<file path="config.mk">
export PLATFORM = sky130hd
export DESIGN_NAME = loop_point_crossfader_core_flat
export DESIGN_NICKNAME = d
export VERILOG_FILES = /design/src/rtl/lpcf_pkg.sv /design/src/rtl/lpcf_in_if.sv /design/src/rtl/lpcf_out_if.sv /design/src/rtl/lpcf_div.sv /design/src/rtl/lpcf_sqrt.sv /design/src/rtl/lpcf_dp.sv /design/src/rtl/lpcf_ctrl.sv /design/src/rtl/loop_point_crossfader_core.sv /design/src/flat_wrapper.sv
export SDC_FILE = /design/constraint.sdc
export NUM_CORES = 2
export LEC_CHECK = 0
export BUFFER_PORTS_ARGS = -buffer_cell sky130_fd_sc_hd__buf_4
export CORE_ASPECT_RATIO = 0.6
export CORE_MARGIN = 5
export CORE_UTILIZATION = 45
export CTS_BUF_LIST = sky130_fd_sc_hd__clkbuf_4 sky130_fd_sc_hd__clkbuf_8 sky130_fd_sc_hd__clkbuf_16
export CTS_CLUSTER_DIAMETER = 80
export DETAILED_ROUTE_END_ITERATION = 10
export GPL_TIMING_DRIVEN = 0
export MAX_ROUTING_LAYER = met4
export PLACE_DENSITY = 0.63
export SYNTH_ARGS = -nofsm -noshare
export SYNTH_HDL_FRONTEND = slang
export SYNTH_HIERARCHICAL = 1
export SYNTH_SLANG_ARGS = --single-unit
</file>
<file path="constraint.sdc">
create_clock -name clk_i -period 9.85 [get_ports clk_i]
set_input_delay 1.97 -clock clk_i [delete_from_list [all_inputs] [get_ports clk_i]]
set_output_delay 1.97 -clock clk_i [all_outputs]
set_load 0.01 [all_outputs]
</file>
<file path="src/rtl/lpcf_pkg.sv">
// Shared types, constants and helpers of the loop point crossfader.
package lpcf_pkg;

  localparam int SAMPLE_W     = 24;
  localparam int WEIGHT_W     = 16;
  localparam int WT_W         = WEIGHT_W + 1;
  localparam int FRAME_W      = 16;
  localparam int CHAN_W       = 3;
  localparam int CHCNT_W      = 4;
  localparam int MAX_CHANNELS = 8;
  localparam int CFG_ADDR_W   = 2;
  localparam int CFG_DATA_W   = 16;
  localparam int Q_W          = 31;
  localparam int NUM_W        = 47;
  localparam int ROOT_IN_W    = 61;
  localparam int PROD_W       = 62;
  localparam int ACC_W        = 44;

  localparam logic [CFG_ADDR_W-1:0] REG_FADE_LENGTH   = 2'd0;
  localparam logic [CFG_ADDR_W-1:0] REG_CURVE_TYPE    = 2'd1;
  localparam logic [CFG_ADDR_W-1:0] REG_CHANNEL_COUNT = 2'd2;

  localparam logic [Q_W-1:0] Q30_ONE = 31'h4000_0000;
  localparam logic [Q_W-1:0] SIN_C1  = 31'd1686629713;
  localparam logic [Q_W-1:0] SIN_C3  = 31'd693598668;
  localparam logic [Q_W-1:0] SIN_C5  = 31'd85569306;
  localparam logic [Q_W-1:0] SIN_C7  = 31'd5026995;
  localparam logic [Q_W-1:0] SIN_C9  = 31'd172272;
  localparam logic [Q_W-1:0] SIN_C11 = 31'd3864;
  localparam logic [2:0]     HORNER_LAST = 3'd4;

  typedef enum logic [1:0] {
    CURVE_LINEAR, CURVE_SCURVE, CURVE_EQPOW, CURVE_SINE
  } curve_e;

  typedef enum logic [1:0] { DIV_X, DIV_LIN, DIV_EP } div_sel_e;

  typedef enum logic [3:0] {
    MUL_NONE, MUL_XX, MUL_YY, MUL_RU, MUL_RX, MUL_SS, MUL_A0, MUL_A1, MUL_A2, MUL_A3
  } mul_sel_e;

  typedef enum logic [1:0] { W_LIN, W_SINE, W_SCURVE, W_EP } wsrc_e;

  typedef enum logic [1:0] { ACC_HOLD, ACC_CLR, ACC_ADD } acc_op_e;

  typedef enum logic [4:0] {
    S_IDLE, S_XDIV, S_XWAIT, S_LDIV, S_LWAIT, S_SQ, S_U, S_HM, S_HA, S_RX, S_S,
    S_SS, S_SSW, S_EX, S_EY, S_ESUM, S_ESQW, S_EDIV, S_EDW, S_NEXTW,
    S_M0, S_M1, S_M2, S_M3, S_M4, S_M5, S_M6, S_DONE
  } state_e;

  typedef struct packed {
    logic      in_load;
    logic      phase;
    logic      div_start;
    div_sel_e  div_sel;
    logic      x_load;
    mul_sel_e  mul_sel;
    logic      u_load;
    logic      r_init;
    logic      r_step;
    logic [2:0] hk;
    logic      s_load;
    logic      t_load;
    logic      sqrt_start;
    logic      w_load;
    wsrc_e     wsrc;
    acc_op_e   acc_op;
    logic      mix0_load;
    logic      mix1_load;
    logic      out_load;
  } ctrl_cmd_t;

  typedef struct packed {
    curve_e curve;
    logic   div_busy;
    logic   sqrt_busy;
  } dp_stat_t;

  function automatic logic [Q_W-1:0] hcoef(logic [2:0] k);
    logic [Q_W-1:0] c;
    case (k)
      3'd0:    c = SIN_C9;
      3'd1:    c = SIN_C7;
      3'd2:    c = SIN_C5;
      3'd3:    c = SIN_C3;
      3'd4:    c = SIN_C1;
      default: c = '0;
    endcase
    return c;
  endfunction

  function automatic logic [WT_W-1:0] q2w(logic [Q_W-1:0] v);
    logic [Q_W:0]    sum;
    logic [WT_W-1:0] w;
    sum = {1'b0, v} + 32'd8192;
    w   = sum[30:14];
    if (w > WT_W'(1 << WEIGHT_W)) begin
      w = WT_W'(1 << WEIGHT_W);
    end
    return w;
  endfunction

endpackage

</file>
<file path="src/rtl/lpcf_in_if.sv">
// Input channel: four source samples per transfer.
interface lpcf_in_if import lpcf_pkg::*; ();
  logic                       valid;
  logic                       ready;
  logic signed [SAMPLE_W-1:0] before_end_sample;
  logic signed [SAMPLE_W-1:0] before_start_sample;
  logic signed [SAMPLE_W-1:0] after_end_sample;
  logic signed [SAMPLE_W-1:0] from_start_sample;

  modport source (output valid, before_end_sample, before_start_sample,
                  after_end_sample, from_start_sample, input ready);
  modport sink   (input valid, before_end_sample, before_start_sample,
                  after_end_sample, from_start_sample, output ready);
endinterface

</file>
<file path="src/rtl/lpcf_out_if.sv">
// Output channel: both mixed samples and the last flag per transfer.
interface lpcf_out_if import lpcf_pkg::*; ();
  logic                       valid;
  logic                       ready;
  logic signed [SAMPLE_W-1:0] mixed_before_end;
  logic signed [SAMPLE_W-1:0] mixed_after_end;
  logic                       last_sample;

  modport source (output valid, mixed_before_end, mixed_after_end, last_sample,
                  input ready);
  modport sink   (input valid, mixed_before_end, mixed_after_end, last_sample,
                  output ready);
endinterface

</file>
<file path="src/rtl/lpcf_div.sv">
// Restoring divider, one quotient bit per cycle.
module lpcf_div import lpcf_pkg::*; (
  input  logic             clk_i,
  input  logic             rst_ni,
  input  logic             start_i,
  input  logic [NUM_W-1:0] num_i,
  input  logic [Q_W-1:0]   den_i,
  output logic             busy_o,
  output logic [NUM_W-1:0] quo_o
);

  logic             busy_q;
  logic [5:0]       cnt_q;
  logic [NUM_W-1:0] q_q;
  logic [Q_W-1:0]   rem_q;
  logic [Q_W-1:0]   den_q;
  logic [Q_W:0]     rem_sh;
  logic [Q_W:0]     rem_nx;
  logic             ge;

  always_comb begin
    rem_sh = {rem_q, q_q[NUM_W-1]};
    ge     = rem_sh >= {1'b0, den_q};
    rem_nx = ge ? rem_sh - {1'b0, den_q} : rem_sh;
  end

  always_ff @(posedge clk_i or negedge rst_ni) begin
    if (!rst_ni) begin
      busy_q <= 1'b0;
      cnt_q  <= '0;
    end else if (start_i) begin
      busy_q <= 1'b1;
      cnt_q  <= 6'(NUM_W);
    end else if (busy_q) begin
      cnt_q <= cnt_q - 6'd1;
      if (cnt_q == 6'd1) begin
        busy_q <= 1'b0;
      end
    end
  end

  always_ff @(posedge clk_i) begin
    if (start_i) begin
      q_q   <= num_i;
      rem_q <= '0;
      den_q <= den_i;
    end else if (busy_q) begin
      q_q   <= {q_q[NUM_W-2:0], ge};
      rem_q <= rem_nx[Q_W-1:0];
    end
  end

  assign busy_o = busy_q;
  assign quo_o  = q_q;

endmodule

</file>
<file path="src/rtl/lpcf_sqrt.sv">
// Digit-by-digit integer square root, one result bit per cycle.
module lpcf_sqrt import lpcf_pkg::*; (
  input  logic                 clk_i,
  input  logic                 rst_ni,
  input  logic                 start_i,
  input  logic [ROOT_IN_W-1:0] v_i,
  output logic                 busy_o,
  output logic [Q_W-1:0]       root_o
);

  logic                 busy_q;
  logic [4:0]           cnt_q;
  logic [ROOT_IN_W-1:0] v_q;
  logic [ROOT_IN_W-1:0] res_q;
  logic [ROOT_IN_W-1:0] bit_q;
  logic [ROOT_IN_W:0]   trial;
  logic                 ge;

  always_comb begin
    trial = {1'b0, res_q} + {1'b0, bit_q};
    ge    = {1'b0, v_q} >= trial;
  end

  always_ff @(posedge clk_i or negedge rst_ni) begin
    if (!rst_ni) begin
      busy_q <= 1'b0;
      cnt_q  <= '0;
    end else if (start_i) begin
      busy_q <= 1'b1;
      cnt_q  <= 5'd31;
    end else if (busy_q) begin
      cnt_q <= cnt_q - 5'd1;
      if (cnt_q == 5'd1) begin
        busy_q <= 1'b0;
      end
    end
  end

  always_ff @(posedge clk_i) begin
    if (start_i) begin
      v_q   <= v_i;
      res_q <= '0;
      bit_q <= ROOT_IN_W'(1) << (ROOT_IN_W - 1);
    end else if (busy_q) begin
      if (ge) begin
        v_q   <= v_q - trial[ROOT_IN_W-1:0];
        res_q <= (res_q >> 1) + bit_q;
      end else begin
        res_q <= res_q >> 1;
      end
      bit_q <= bit_q >> 2;
    end
  end

  assign busy_o = busy_q;
  assign root_o = res_q[Q_W-1:0];

endmodule

</file>
<file path="src/rtl/lpcf_dp.sv">
// Datapath: registers, counters, shared multiplier, divider, square root, mixer.
module lpcf_dp import lpcf_pkg::*; (
  input  logic                       clk_i,
  input  logic                       rst_ni,
  input  logic                       cfg_we_i,
  input  logic [CFG_ADDR_W-1:0]      cfg_addr_i,
  input  logic [CFG_DATA_W-1:0]      cfg_wdata_i,
  input  ctrl_cmd_t                  cmd_i,
  output dp_stat_t                   stat_o,
  input  logic signed [SAMPLE_W-1:0] be_i,
  input  logic signed [SAMPLE_W-1:0] bs_i,
  input  logic signed [SAMPLE_W-1:0] ae_i,
  input  logic signed [SAMPLE_W-1:0] fs_i,
  output logic signed [SAMPLE_W-1:0] mixed_before_end_o,
  output logic signed [SAMPLE_W-1:0] mixed_after_end_o,
  output logic                       last_sample_o
);

  function automatic logic [SAMPLE_W-1:0] mag(logic signed [SAMPLE_W-1:0] a);
    return a[SAMPLE_W-1] ? SAMPLE_W'(-a) : SAMPLE_W'(a);
  endfunction

  function automatic logic signed [SAMPLE_W-1:0] sat(logic signed [ACC_W-1:0] a);
    logic signed [ACC_W-WEIGHT_W-1:0] sh;
    logic signed [SAMPLE_W-1:0]       r;
    sh = a[ACC_W-1:WEIGHT_W];
    if (sh > (ACC_W-WEIGHT_W)'((1 << (SAMPLE_W - 1)) - 1)) begin
      r = SAMPLE_W'((1 << (SAMPLE_W - 1)) - 1);
    end else if (sh < -(ACC_W-WEIGHT_W)'(1 << (SAMPLE_W - 1))) begin
      r = SAMPLE_W'(1 << (SAMPLE_W - 1));
    end else begin
      r = sh[SAMPLE_W-1:0];
    end
    return r;
  endfunction

  logic [FRAME_W-1:0]   fade_len_q;
  curve_e               curve_q;
  logic [CHCNT_W-1:0]   chan_cnt_q;
  logic [FRAME_W-1:0]   fp_q;
  logic [CHAN_W-1:0]    cp_q;

  logic [FRAME_W-1:0]   len;
  logic [FRAME_W-1:0]   den;
  logic [CHCNT_W-1:0]   chans;
  logic [CHCNT_W-1:0]   chans_m1;
  logic                 last_frame;
  logic                 last_chan;
  logic [FRAME_W-1:0]   i_eff;
  logic [FRAME_W-1:0]   n;

  logic signed [SAMPLE_W-1:0] be_q, bs_q, ae_q, fs_q;
  logic [FRAME_W-1:0]   i_q;
  logic                 last_q;
  logic [Q_W-1:0]       x_q, u_q, r_q, s_q;
  logic [ROOT_IN_W-1:0] t_q;
  logic [WT_W-1:0]      w_in_q, w_out_q;
  logic [PROD_W-1:0]    p_q;
  logic                 pneg_q;
  logic signed [ACC_W-1:0] acc_q;
  logic signed [SAMPLE_W-1:0] mix0_q, mix1_q;
  logic signed [SAMPLE_W-1:0] out0_q, out1_q;
  logic                 outl_q;

  logic [NUM_W-1:0]     div_num;
  logic [Q_W-1:0]       div_den;
  logic [NUM_W-1:0]     quo;
  logic                 div_busy;
  logic [Q_W-1:0]       root;
  logic                 sqrt_busy;
  logic [Q_W-1:0]       y;
  logic [31:0]          opa, opb;
  logic                 neg;
  logic [63:0]          prod;
  logic [Q_W-1:0]       s_new;
  logic [PROD_W-1:0]    p_rnd;
  logic [WT_W-1:0]      w_new;
  logic signed [ACC_W-1:0] pext;

  always_ff @(posedge clk_i or negedge rst_ni) begin
    if (!rst_ni) begin
      fade_len_q <= FRAME_W'(2);
      curve_q    <= CURVE_LINEAR;
      chan_cnt_q <= CHCNT_W'(1);
    end else if (cfg_we_i) begin
      unique case (cfg_addr_i)
        REG_FADE_LENGTH:   fade_len_q <= cfg_wdata_i[FRAME_W-1:0];
        REG_CURVE_TYPE:    curve_q    <= curve_e'(cfg_wdata_i[1:0]);
        REG_CHANNEL_COUNT: chan_cnt_q <= cfg_wdata_i[CHCNT_W-1:0];
        default: ;
      endcase
    end
  end

  always_comb begin
    len = (fade_len_q < FRAME_W'(2)) ? FRAME_W'(2) : fade_len_q;
    den = len - FRAME_W'(1);
    if (chan_cnt_q == '0) begin
      chans = CHCNT_W'(1);
    end else if (chan_cnt_q > CHCNT_W'(MAX_CHANNELS)) begin
      chans = CHCNT_W'(MAX_CHANNELS);
    end else begin
      chans = chan_cnt_q;
    end
    chans_m1   = chans - CHCNT_W'(1);
    last_frame = fp_q >= den;
    i_eff      = last_frame ? den : fp_q;
    last_chan  = {1'b0, cp_q} >= chans_m1;
    n          = cmd_i.phase ? den - i_q : i_q;
  end

  always_ff @(posedge clk_i or negedge rst_ni) begin
    if (!rst_ni) begin
      fp_q <= '0;
      cp_q <= '0;
    end else if (cmd_i.in_load) begin
      if (last_chan) begin
        cp_q <= '0;
        fp_q <= last_frame ? '0 : fp_q + FRAME_W'(1);
      end else begin
        cp_q <= cp_q + CHAN_W'(1);
      end
    end
  end

  always_comb begin
    unique case (cmd_i.div_sel)
      DIV_LIN: begin
        div_num = NUM_W'({n, 16'd0}) + NUM_W'(den >> 1);
        div_den = Q_W'(den);
      end
      DIV_EP: begin
        div_num = {x_q, 16'd0} + NUM_W'(root >> 1);
        div_den = root;
      end
      default: begin
        div_num = NUM_W'({n, 30'd0}) + NUM_W'(den >> 1);
        div_den = Q_W'(den);
      end
    endcase
  end

  lpcf_div u_div (
    .clk_i   (clk_i),
    .rst_ni  (rst_ni),
    .start_i (cmd_i.div_start),
    .num_i   (div_num),
    .den_i   (div_den),
    .busy_o  (div_busy),
    .quo_o   (quo)
  );

  lpcf_sqrt u_sqrt (
    .clk_i   (clk_i),
    .rst_ni  (rst_ni),
    .start_i (cmd_i.sqrt_start),
    .v_i     (t_q + p_q[ROOT_IN_W-1:0]),
    .busy_o  (sqrt_busy),
    .root_o  (root)
  );

  always_comb begin
    y   = Q30_ONE - x_q;
    opa = '0;
    opb = '0;
    neg = 1'b0;
    unique case (cmd_i.mul_sel)
      MUL_XX: begin opa = 32'(x_q); opb = 32'(x_q); end
      MUL_YY: begin opa = 32'(y);   opb = 32'(y);   end
      MUL_RU: begin opa = 32'(r_q); opb = 32'(u_q); end
      MUL_RX: begin opa = 32'(r_q); opb = 32'(x_q); end
      MUL_SS: begin opa = 32'(s_q); opb = 32'(s_q); end
      MUL_A0: begin opa = 32'(mag(be_q)); opb = 32'(w_out_q); neg = be_q[SAMPLE_W-1]; end
      MUL_A1: begin opa = 32'(mag(bs_q)); opb = 32'(w_in_q);  neg = bs_q[SAMPLE_W-1]; end
      MUL_A2: begin opa = 32'(mag(ae_q)); opb = 32'(w_in_q);  neg = ae_q[SAMPLE_W-1]; end
      MUL_A3: begin opa = 32'(mag(fs_q)); opb = 32'(w_out_q); neg = fs_q[SAMPLE_W-1]; end
      default: ;
    endcase
    prod = opa * opb;

    s_new = (p_q[PROD_W-1:30] > 32'(Q30_ONE)) ? Q30_ONE : p_q[60:30];
    p_rnd = p_q + PROD_W'(1 << 29);

    case (cmd_i.wsrc)
      W_LIN:    w_new = quo[WT_W-1:0];
      W_SINE:   w_new = q2w(s_new);
      W_SCURVE: w_new = q2w(p_rnd[60:30]);
      default:  w_new = (quo > NUM_W'(1 << WEIGHT_W)) ? WT_W'(1 << WEIGHT_W)
                                                       : quo[WT_W-1:0];
    endcase

    pext = ACC_W'(signed'({1'b0, p_q[39:0]}));
  end

  always_ff @(posedge clk_i) begin
    p_q    <= prod[PROD_W-1:0];
    pneg_q <= neg;
    if (cmd_i.in_load) begin
      be_q   <= be_i;
      bs_q   <= bs_i;
      ae_q   <= ae_i;
      fs_q   <= fs_i;
      i_q    <= i_eff;
      last_q <= last_frame && last_chan;
    end
    if (cmd_i.x_load) begin
      x_q <= quo[Q_W-1:0];
    end
    if (cmd_i.u_load) begin
      u_q <= p_q[60:30];
    end
    if (cmd_i.r_init) begin
      r_q <= SIN_C11;
    end else if (cmd_i.r_step) begin
      r_q <= hcoef(cmd_i.hk) - p_q[60:30];
    end
    if (cmd_i.s_load) begin
      s_q <= s_new;
    end
    if (cmd_i.t_load) begin
      t_q <= p_q[ROOT_IN_W-1:0];
    end
    if (cmd_i.w_load) begin
      if (cmd_i.phase) begin
        w_out_q <= w_new;
      end else begin
        w_in_q <= w_new;
      end
    end
    case (cmd_i.acc_op)
      ACC_CLR: acc_q <= ACC_W'(1 << (WEIGHT_W - 1));
      ACC_ADD: acc_q <= pneg_q ? acc_q - pext : acc_q + pext;
      default: ;
    endcase
    if (cmd_i.mix0_load) begin
      mix0_q <= sat(acc_q);
    end
    if (cmd_i.mix1_load) begin
      mix1_q <= sat(acc_q);
    end
    if (cmd_i.out_load) begin
      out0_q <= mix0_q;
      out1_q <= mix1_q;
      outl_q <= last_q;
    end
  end

  assign stat_o.curve     = curve_q;
  assign stat_o.div_busy  = div_busy;
  assign stat_o.sqrt_busy = sqrt_busy;

  assign mixed_before_end_o = out0_q;
  assign mixed_after_end_o  = out1_q;
  assign last_sample_o      = outl_q;

endmodule

</file>
<file path="src/rtl/lpcf_ctrl.sv">
// Controller: sequences weight evaluation, mixing and the output transfer.
module lpcf_ctrl import lpcf_pkg::*; (
  input  logic      clk_i,
  input  logic      rst_ni,
  input  logic      in_valid_i,
  output logic      in_ready_o,
  output logic      out_valid_o,
  input  logic      out_ready_i,
  input  dp_stat_t  stat_i,
  output ctrl_cmd_t cmd_o
);

  state_e     state_q, state_d;
  logic       phase_q, phase_d;
  logic [2:0] k_q, k_d;
  logic       out_valid_q, out_valid_d;

  always_ff @(posedge clk_i or negedge rst_ni) begin
    if (!rst_ni) begin
      state_q     <= S_IDLE;
      phase_q     <= 1'b0;
      k_q         <= '0;
      out_valid_q <= 1'b0;
    end else begin
      state_q     <= state_d;
      phase_q     <= phase_d;
      k_q         <= k_d;
      out_valid_q <= out_valid_d;
    end
  end

  always_comb begin
    state_d     = state_q;
    phase_d     = phase_q;
    k_d         = k_q;
    out_valid_d = out_valid_q && !out_ready_i;
    cmd_o       = '0;
    cmd_o.phase = phase_q;
    cmd_o.hk    = k_q;
    in_ready_o  = 1'b0;

    unique case (state_q)
      S_IDLE: begin
        in_ready_o = 1'b1;
        if (in_valid_i) begin
          cmd_o.in_load = 1'b1;
          phase_d       = 1'b0;
          state_d       = S_XDIV;
        end
      end
      S_XDIV: begin
        cmd_o.div_start = 1'b1;
        cmd_o.div_sel   = DIV_X;
        state_d         = S_XWAIT;
      end
      S_XWAIT: begin
        if (!stat_i.div_busy) begin
          cmd_o.x_load = 1'b1;
          unique case (stat_i.curve)
            CURVE_LINEAR: state_d = S_LDIV;
            CURVE_EQPOW:  state_d = S_EX;
            default:      state_d = S_SQ;
          endcase
        end
      end
      S_LDIV: begin
        cmd_o.div_start = 1'b1;
        cmd_o.div_sel   = DIV_LIN;
        state_d         = S_LWAIT;
      end
      S_LWAIT: begin
        if (!stat_i.div_busy) begin
          cmd_o.w_load = 1'b1;
          cmd_o.wsrc   = W_LIN;
          state_d      = S_NEXTW;
        end
      end
      S_SQ: begin
        cmd_o.mul_sel = MUL_XX;
        state_d       = S_U;
      end
      S_U: begin
        cmd_o.u_load = 1'b1;
        cmd_o.r_init = 1'b1;
        k_d          = '0;
        state_d      = S_HM;
      end
      S_HM: begin
        cmd_o.mul_sel = MUL_RU;
        state_d       = S_HA;
      end
      S_HA: begin
        cmd_o.r_step = 1'b1;
        k_d          = k_q + 3'd1;
        state_d      = (k_q == HORNER_LAST) ? S_RX : S_HM;
      end
      S_RX: begin
        cmd_o.mul_sel = MUL_RX;
        state_d       = S_S;
      end
      S_S: begin
        cmd_o.s_load = 1'b1;
        if (stat_i.curve == CURVE_SINE) begin
          cmd_o.w_load = 1'b1;
          cmd_o.wsrc   = W_SINE;
          state_d      = S_NEXTW;
        end else begin
          state_d = S_SS;
        end
      end
      S_SS: begin
        cmd_o.mul_sel = MUL_SS;
        state_d       = S_SSW;
      end
      S_SSW: begin
        cmd_o.w_load = 1'b1;
        cmd_o.wsrc   = W_SCURVE;
        state_d      = S_NEXTW;
      end
      S_EX: begin
        cmd_o.mul_sel = MUL_XX;
        state_d       = S_EY;
      end
      S_EY: begin
        cmd_o.t_load  = 1'b1;
        cmd_o.mul_sel = MUL_YY;
        state_d       = S_ESUM;
      end
      S_ESUM: begin
        cmd_o.sqrt_start = 1'b1;
        state_d          = S_ESQW;
      end
      S_ESQW: begin
        if (!stat_i.sqrt_busy) begin
          state_d = S_EDIV;
        end
      end
      S_EDIV: begin
        cmd_o.div_start = 1'b1;
        cmd_o.div_sel   = DIV_EP;
        state_d         = S_EDW;
      end
      S_EDW: begin
        cmd_o.div_sel = DIV_EP;
        if (!stat_i.div_busy) begin
          cmd_o.w_load = 1'b1;
          cmd_o.wsrc   = W_EP;
          state_d      = S_NEXTW;
        end
      end
      S_NEXTW: begin
        if (!phase_q) begin
          phase_d = 1'b1;
          state_d = S_XDIV;
        end else begin
          state_d = S_M0;
        end
      end
      S_M0: begin
        cmd_o.acc_op  = ACC_CLR;
        cmd_o.mul_sel = MUL_A0;
        state_d       = S_M1;
      end
      S_M1: begin
        cmd_o.acc_op  = ACC_ADD;
        cmd_o.mul_sel = MUL_A1;
        state_d       = S_M2;
      end
      S_M2: begin
        cmd_o.acc_op = ACC_ADD;
        state_d      = S_M3;
      end
      S_M3: begin
        cmd_o.mix0_load = 1'b1;
        cmd_o.acc_op    = ACC_CLR;
        cmd_o.mul_sel   = MUL_A2;
        state_d         = S_M4;
      end
      S_M4: begin
        cmd_o.acc_op  = ACC_ADD;
        cmd_o.mul_sel = MUL_A3;
        state_d       = S_M5;
      end
      S_M5: begin
        cmd_o.acc_op = ACC_ADD;
        state_d      = S_M6;
      end
      S_M6: begin
        cmd_o.mix1_load = 1'b1;
        state_d         = S_DONE;
      end
      S_DONE: begin
        if (!out_valid_q || out_ready_i) begin
          cmd_o.out_load = 1'b1;
          out_valid_d    = 1'b1;
          state_d        = S_IDLE;
        end
      end
      default: state_d = S_IDLE;
    endcase
  end

  assign out_valid_o = out_valid_q;

endmodule

</file>
<file path="src/rtl/loop_point_crossfader_core.sv">
// Loop point crossfader top level: controller, datapath and channel hookup.
// One item at a time: the next input transfer waits until the last item is through the
// divider (twice per weight for linear and equal power), the square root (equal power
// only) and the mixing steps, for two weights per item; the result turns valid as the
// core returns to accept input. Output stalls can hold the core before it returns.
// Reset (rst_ni low, async) clears counters, sets defaults.
module loop_point_crossfader_core import lpcf_pkg::*; (
  input  logic                  clk_i,
  input  logic                  rst_ni,
  input  logic                  cfg_we_i,
  input  logic [CFG_ADDR_W-1:0] cfg_addr_i,
  input  logic [CFG_DATA_W-1:0] cfg_wdata_i,
  lpcf_in_if.sink               in_ch,
  lpcf_out_if.source            out_ch
);

  ctrl_cmd_t cmd;
  dp_stat_t  stat;

  lpcf_ctrl u_ctrl (
    .clk_i       (clk_i),
    .rst_ni      (rst_ni),
    .in_valid_i  (in_ch.valid),
    .in_ready_o  (in_ch.ready),
    .out_valid_o (out_ch.valid),
    .out_ready_i (out_ch.ready),
    .stat_i      (stat),
    .cmd_o       (cmd)
  );

  lpcf_dp u_dp (
    .clk_i              (clk_i),
    .rst_ni             (rst_ni),
    .cfg_we_i           (cfg_we_i),
    .cfg_addr_i         (cfg_addr_i),
    .cfg_wdata_i        (cfg_wdata_i),
    .cmd_i              (cmd),
    .stat_o             (stat),
    .be_i               (in_ch.before_end_sample),
    .bs_i               (in_ch.before_start_sample),
    .ae_i               (in_ch.after_end_sample),
    .fs_i               (in_ch.from_start_sample),
    .mixed_before_end_o (out_ch.mixed_before_end),
    .mixed_after_end_o  (out_ch.mixed_after_end),
    .last_sample_o      (out_ch.last_sample)
  );

endmodule

</file>
<file path="src/flat_wrapper.sv">
// flat-port wrapper written by rule: the top's interface ports become plain ports
module loop_point_crossfader_core_flat import lpcf_pkg::*;
  (clk_i, rst_ni, cfg_we_i, cfg_addr_i, cfg_wdata_i, in_ch_valid, in_ch_before_end_sample, in_ch_before_start_sample, in_ch_after_end_sample, in_ch_from_start_sample, in_ch_ready, out_ch_valid, out_ch_mixed_before_end, out_ch_mixed_after_end, out_ch_last_sample, out_ch_ready);
  lpcf_in_if in_ch_i ();
  lpcf_out_if out_ch_i ();
  input  logic clk_i;
  input  logic rst_ni;
  input  logic cfg_we_i;
  input  logic [CFG_ADDR_W-1:0] cfg_addr_i;
  input  logic [CFG_DATA_W-1:0] cfg_wdata_i;
  input wire logic [$bits(in_ch_i.valid)-1:0] in_ch_valid;
  input wire logic [$bits(in_ch_i.before_end_sample)-1:0] in_ch_before_end_sample;
  input wire logic [$bits(in_ch_i.before_start_sample)-1:0] in_ch_before_start_sample;
  input wire logic [$bits(in_ch_i.after_end_sample)-1:0] in_ch_after_end_sample;
  input wire logic [$bits(in_ch_i.from_start_sample)-1:0] in_ch_from_start_sample;
  output wire logic [$bits(in_ch_i.ready)-1:0] in_ch_ready;
  output wire logic [$bits(out_ch_i.valid)-1:0] out_ch_valid;
  output wire logic [$bits(out_ch_i.mixed_before_end)-1:0] out_ch_mixed_before_end;
  output wire logic [$bits(out_ch_i.mixed_after_end)-1:0] out_ch_mixed_after_end;
  output wire logic [$bits(out_ch_i.last_sample)-1:0] out_ch_last_sample;
  input wire logic [$bits(out_ch_i.ready)-1:0] out_ch_ready;
  assign in_ch_i.valid = in_ch_valid;
  assign in_ch_i.before_end_sample = in_ch_before_end_sample;
  assign in_ch_i.before_start_sample = in_ch_before_start_sample;
  assign in_ch_i.after_end_sample = in_ch_after_end_sample;
  assign in_ch_i.from_start_sample = in_ch_from_start_sample;
  assign in_ch_ready = in_ch_i.ready;
  assign out_ch_valid = out_ch_i.valid;
  assign out_ch_mixed_before_end = out_ch_i.mixed_before_end;
  assign out_ch_mixed_after_end = out_ch_i.mixed_after_end;
  assign out_ch_last_sample = out_ch_i.last_sample;
  assign out_ch_i.ready = out_ch_ready;
  loop_point_crossfader_core u_core (.clk_i(clk_i), .rst_ni(rst_ni), .cfg_we_i(cfg_we_i), .cfg_addr_i(cfg_addr_i), .cfg_wdata_i(cfg_wdata_i), .in_ch(in_ch_i), .out_ch(out_ch_i));
endmodule
</file>
==> reports/qor.txt <==
Post-Syn Instances = 9505
CP startpoint = u_core/u_dp/x_q[4]$_DFFE_PP_
Worst R2R Start = u_core/u_dp/x_q[4]$_DFFE_PP_
Fmax = 0.0859 GHz
Area of the multi-input gates = 60000 um2
Setup Total Neg Slack = -46.44 ns
Post-synth EDFFs = 581
Routed len/inst = 33.5 um
Worst Hold Class = reg -> reg
Number of cells on the critical path = 36
Final WL = 427 mm
Fin nets = 11600
Num CTS Buffers = 91
Syn_nets = 11100
Setup CP Type = reg -> reg
Fin crit share = 118%
Row cnt = 125
Final core occ = 52.5%
Mapped Avg Cell Area = 9.19 um2
First drt pass iteration count = 11
Vias = 80200
Slew Limit Fails = 13
Critical R2R Capture = u_core/u_dp/p_q[60]$_DFF_P_
CP Data Required Time = 10.49 ns
Antenna violations before repair = 62
Starting Density = 45.2%
DRC viols = 5
Most frequent cells in the layout = inv_1 (1105), nand2_1 (1039), nor2_1 (835)
Yosys warnings = 6
Slowest-stage cell, CP = clkbuf_1
Chip height = 351 um
Vias in the first global route = 74400
Cell mode on critical path = fa_1
Placed insts = 12300
Minimum clock period = 11.64 ns
Sequential cell area = 23400 um2
Hold Crit Depth = 0
DP HPWL = 349 mm
Final hold violations = 0
Die width = 579 um
Primary FF master, synth = edfxtp_1
IO Count = 170
Die Area = 203000 um2
FFs w/ async S/R, synth = 7.42%
Clock-pin slew on the worst setup and hold paths = 0.07 ns
GPL Wtd Cong = 1.11
Htree depth = 3
Cell variety after synth = 121
Fill count = 17800
Critical Path Sink Type = register
CP arrival = 12.27 ns
GRT Util Overall = 42.2%
IO Port Bufs = 169
Buf/Inv on CP = 7
Worst Tran Pin Value = 1.55 ns
Fin cells = 12700
Clk_skew = 0.0651 ns
Total clock sinks = 862
CP top delay family = adder cells
Max-slew headroom = -3.47%
Root buffer cell = clkbuf_16
Flop2flop setup slack = -1.79 ns
CTS tree = built
Vias per cell = 6.29
Worst reg-to-reg path cell count = 36
RSZ-0062 raised after global routing = true
Clock Latency Late Sink = 0.75 ns
CTS max path bufs = 3
Post-synthesis sequential area ratio = 26.8%
Total grt overflow = 0
Startpoint types = register
Final WS setup = -1.79 ns
Largest net degree at the start of global routing = 65
First-pass GRT wire length = 586 mm
Share of cells above drive strength 1 = 14.1%
Final setup fails = 39
Iteration-0 DRC Markers = 12800
MaxCap Viol Count = 2
Area grow syn2layout = 16.2%
Slowest Stage Delay on Critical Path = 0.84 ns
Core area = 193000 um2
CP Max Fanout = 10
Synth Register Bits = 862
Worst setup path end = u_core/u_dp/p_q[60]$_DFF_P_
Area of the mapped netlist = 87400 um2
Status = complete, but fails checks
Failing checks = design-rule violations, max-capacitance violations, max-slew violations, negative setup slack
Post-route antenna net violation count = 0
Leading cell type in the layout, fill and taps excluded = inv_1
## state kept, by name (all words and copies together) (netlist names), 44 cells and up
name and cells:
u_core/u_dp/acc_q 44, u_core/u_dp/p_q 62, u_core/u_dp/u_sqrt/res_q 61, u_core/u_dp/u_sqrt/v_q 61, u_core/u_dp/t_q 61, u_core/u_dp/u_div/quo_o 47
## timing repair
item / in CTS / in global routing
pin swaps: 124 / 44
resized for setup: 689 / 130
endpoints found under the setup margin: 54 / 46
hold buffers: 0 / 0
gates cloned: 1 / 1
buffers inserted: 180 / 56
## metrics by stage
stage	hold WS, ns	setup WS [ns]	cell area [um2]
2_1_floorplan	0.400	-0.00892	87700
3_3_place_gp	0.402	-5.59	92200
3_5_place_dp	0.405	-5.60	93100
4_1_cts	0.417	-1.40	101000
5_1_grt	0.426	-1.77	102000
6_report	0.420	-1.79	102000
## layer usage
metal  GRT usage [%]  wire length (um)
met1            63.4            194000
met4            7.23              8820
met2            46.6            142000
met3            25.2             81600
met5               -                 0
## worst min path at each step
| stage | from | endpoint |
|---|---|---|
| 5_1_grt | u_core/u_dp/mix1_q[10]$_DFFE_PP_ | u_core/u_dp/mixed_after_end_o[10]$_DFFE_PP_ |
| 6_report | u_core/u_dp/mix1_q[3]$_DFFE_PP_ | u_core/u_dp/mixed_after_end_o[3]$_DFFE_PP_ |
| 4_1_cts | u_core/u_dp/mix1_q[15]$_DFFE_PP_ | u_core/u_dp/mixed_after_end_o[15]$_DFFE_PP_ |
| 3_5_place_dp | u_core/u_dp/mix0_q[4]$_DFFE_PP_ | u_core/u_dp/mixed_before_end_o[4]$_DFFE_PP_ |
| 2_1_floorplan | u_core/u_dp/last_q$_DFFE_PP_ | u_core/u_dp/last_sample_o$_DFFE_PP_ |
| 3_3_place_gp | u_core/u_dp/mix0_q[11]$_DFFE_PP_ | u_core/u_dp/mixed_before_end_o[11]$_DFFE_PP_ |
## layout make-up
class / instances / area share, %
antenna: 41 / 0.101
buffer: 476 / 3.07
clock buffer: 112 / 2.47
clock inverter: 60 / 0.782
inverter: 1139 / 4.22
multi-input combinational: 7002 / 59.0
sequential: 862 / 23.0
tap: 2603 / 3.21
timing repair buffer: 454 / 4.07
## synthesized netlist by cell type (53+ instances only)
cell / n / area share [%]
inv_1: 1133 / 4.9
nand2_1: 1059 / 4.6
nor2_1: 856 / 3.7
fa_1: 844 / 19
ha_1: 609 / 8.7
edfxtp_1: 581 / 20
a21oi_1: 433 / 2.5
clkbuf_1: 388 / 1.7
xnor2_1: 360 / 3.6
o21ai_0: 357 / 2.0
xor2_1: 237 / 2.4
dfxtp_1: 217 / 5.0
a21o_1: 169 / 1.5
and2_1: 145 / 1.0
nand3_1: 126 / 0.72
nor3_1: 109 / 0.62
a31oi_1: 102 / 0.73
nand4_1: 96 / 0.69
mux2_2: 91 / 1.2
nor2b_1: 90 / 0.64
nand2b_1: 86 / 0.62
a211oi_1: 83 / 0.71
or3_1: 75 / 0.54
o21a_1: 70 / 0.60
nor4_1: 67 / 0.48
mux2i_1: 65 / 0.74
a22o_1: 62 / 0.62
dfrtp_1: 62 / 1.8
o21bai_1: 59 / 0.51
and3_1: 55 / 0.39
o31ai_1: 53 / 0.46
## worst reg2reg max path: cells and delay by family (launching register included)
family	cells	cell delay (ns)
flops	1	0.44
xor+xnor	2	0.28
simple gates	8	2.07
compound gates	10	2.48
fa+ha+maj	9	4.64
buf+inv	7	1.68
## logic make-up after synthesis
logic type / synth area share, %
and+or+nand+nor: 15.5
xor gates and xnor gates: 5.99
DFF: 26.8
muxes: 2.01
AOI/OAI and AO/OA: 14.3
buffers and inverters: 7.37
adders and majority gates: 28.1
Power is left out: the tool's default activity adds up to more than one toggle a clock period on the data nets, which glitch-free logic cannot reach.
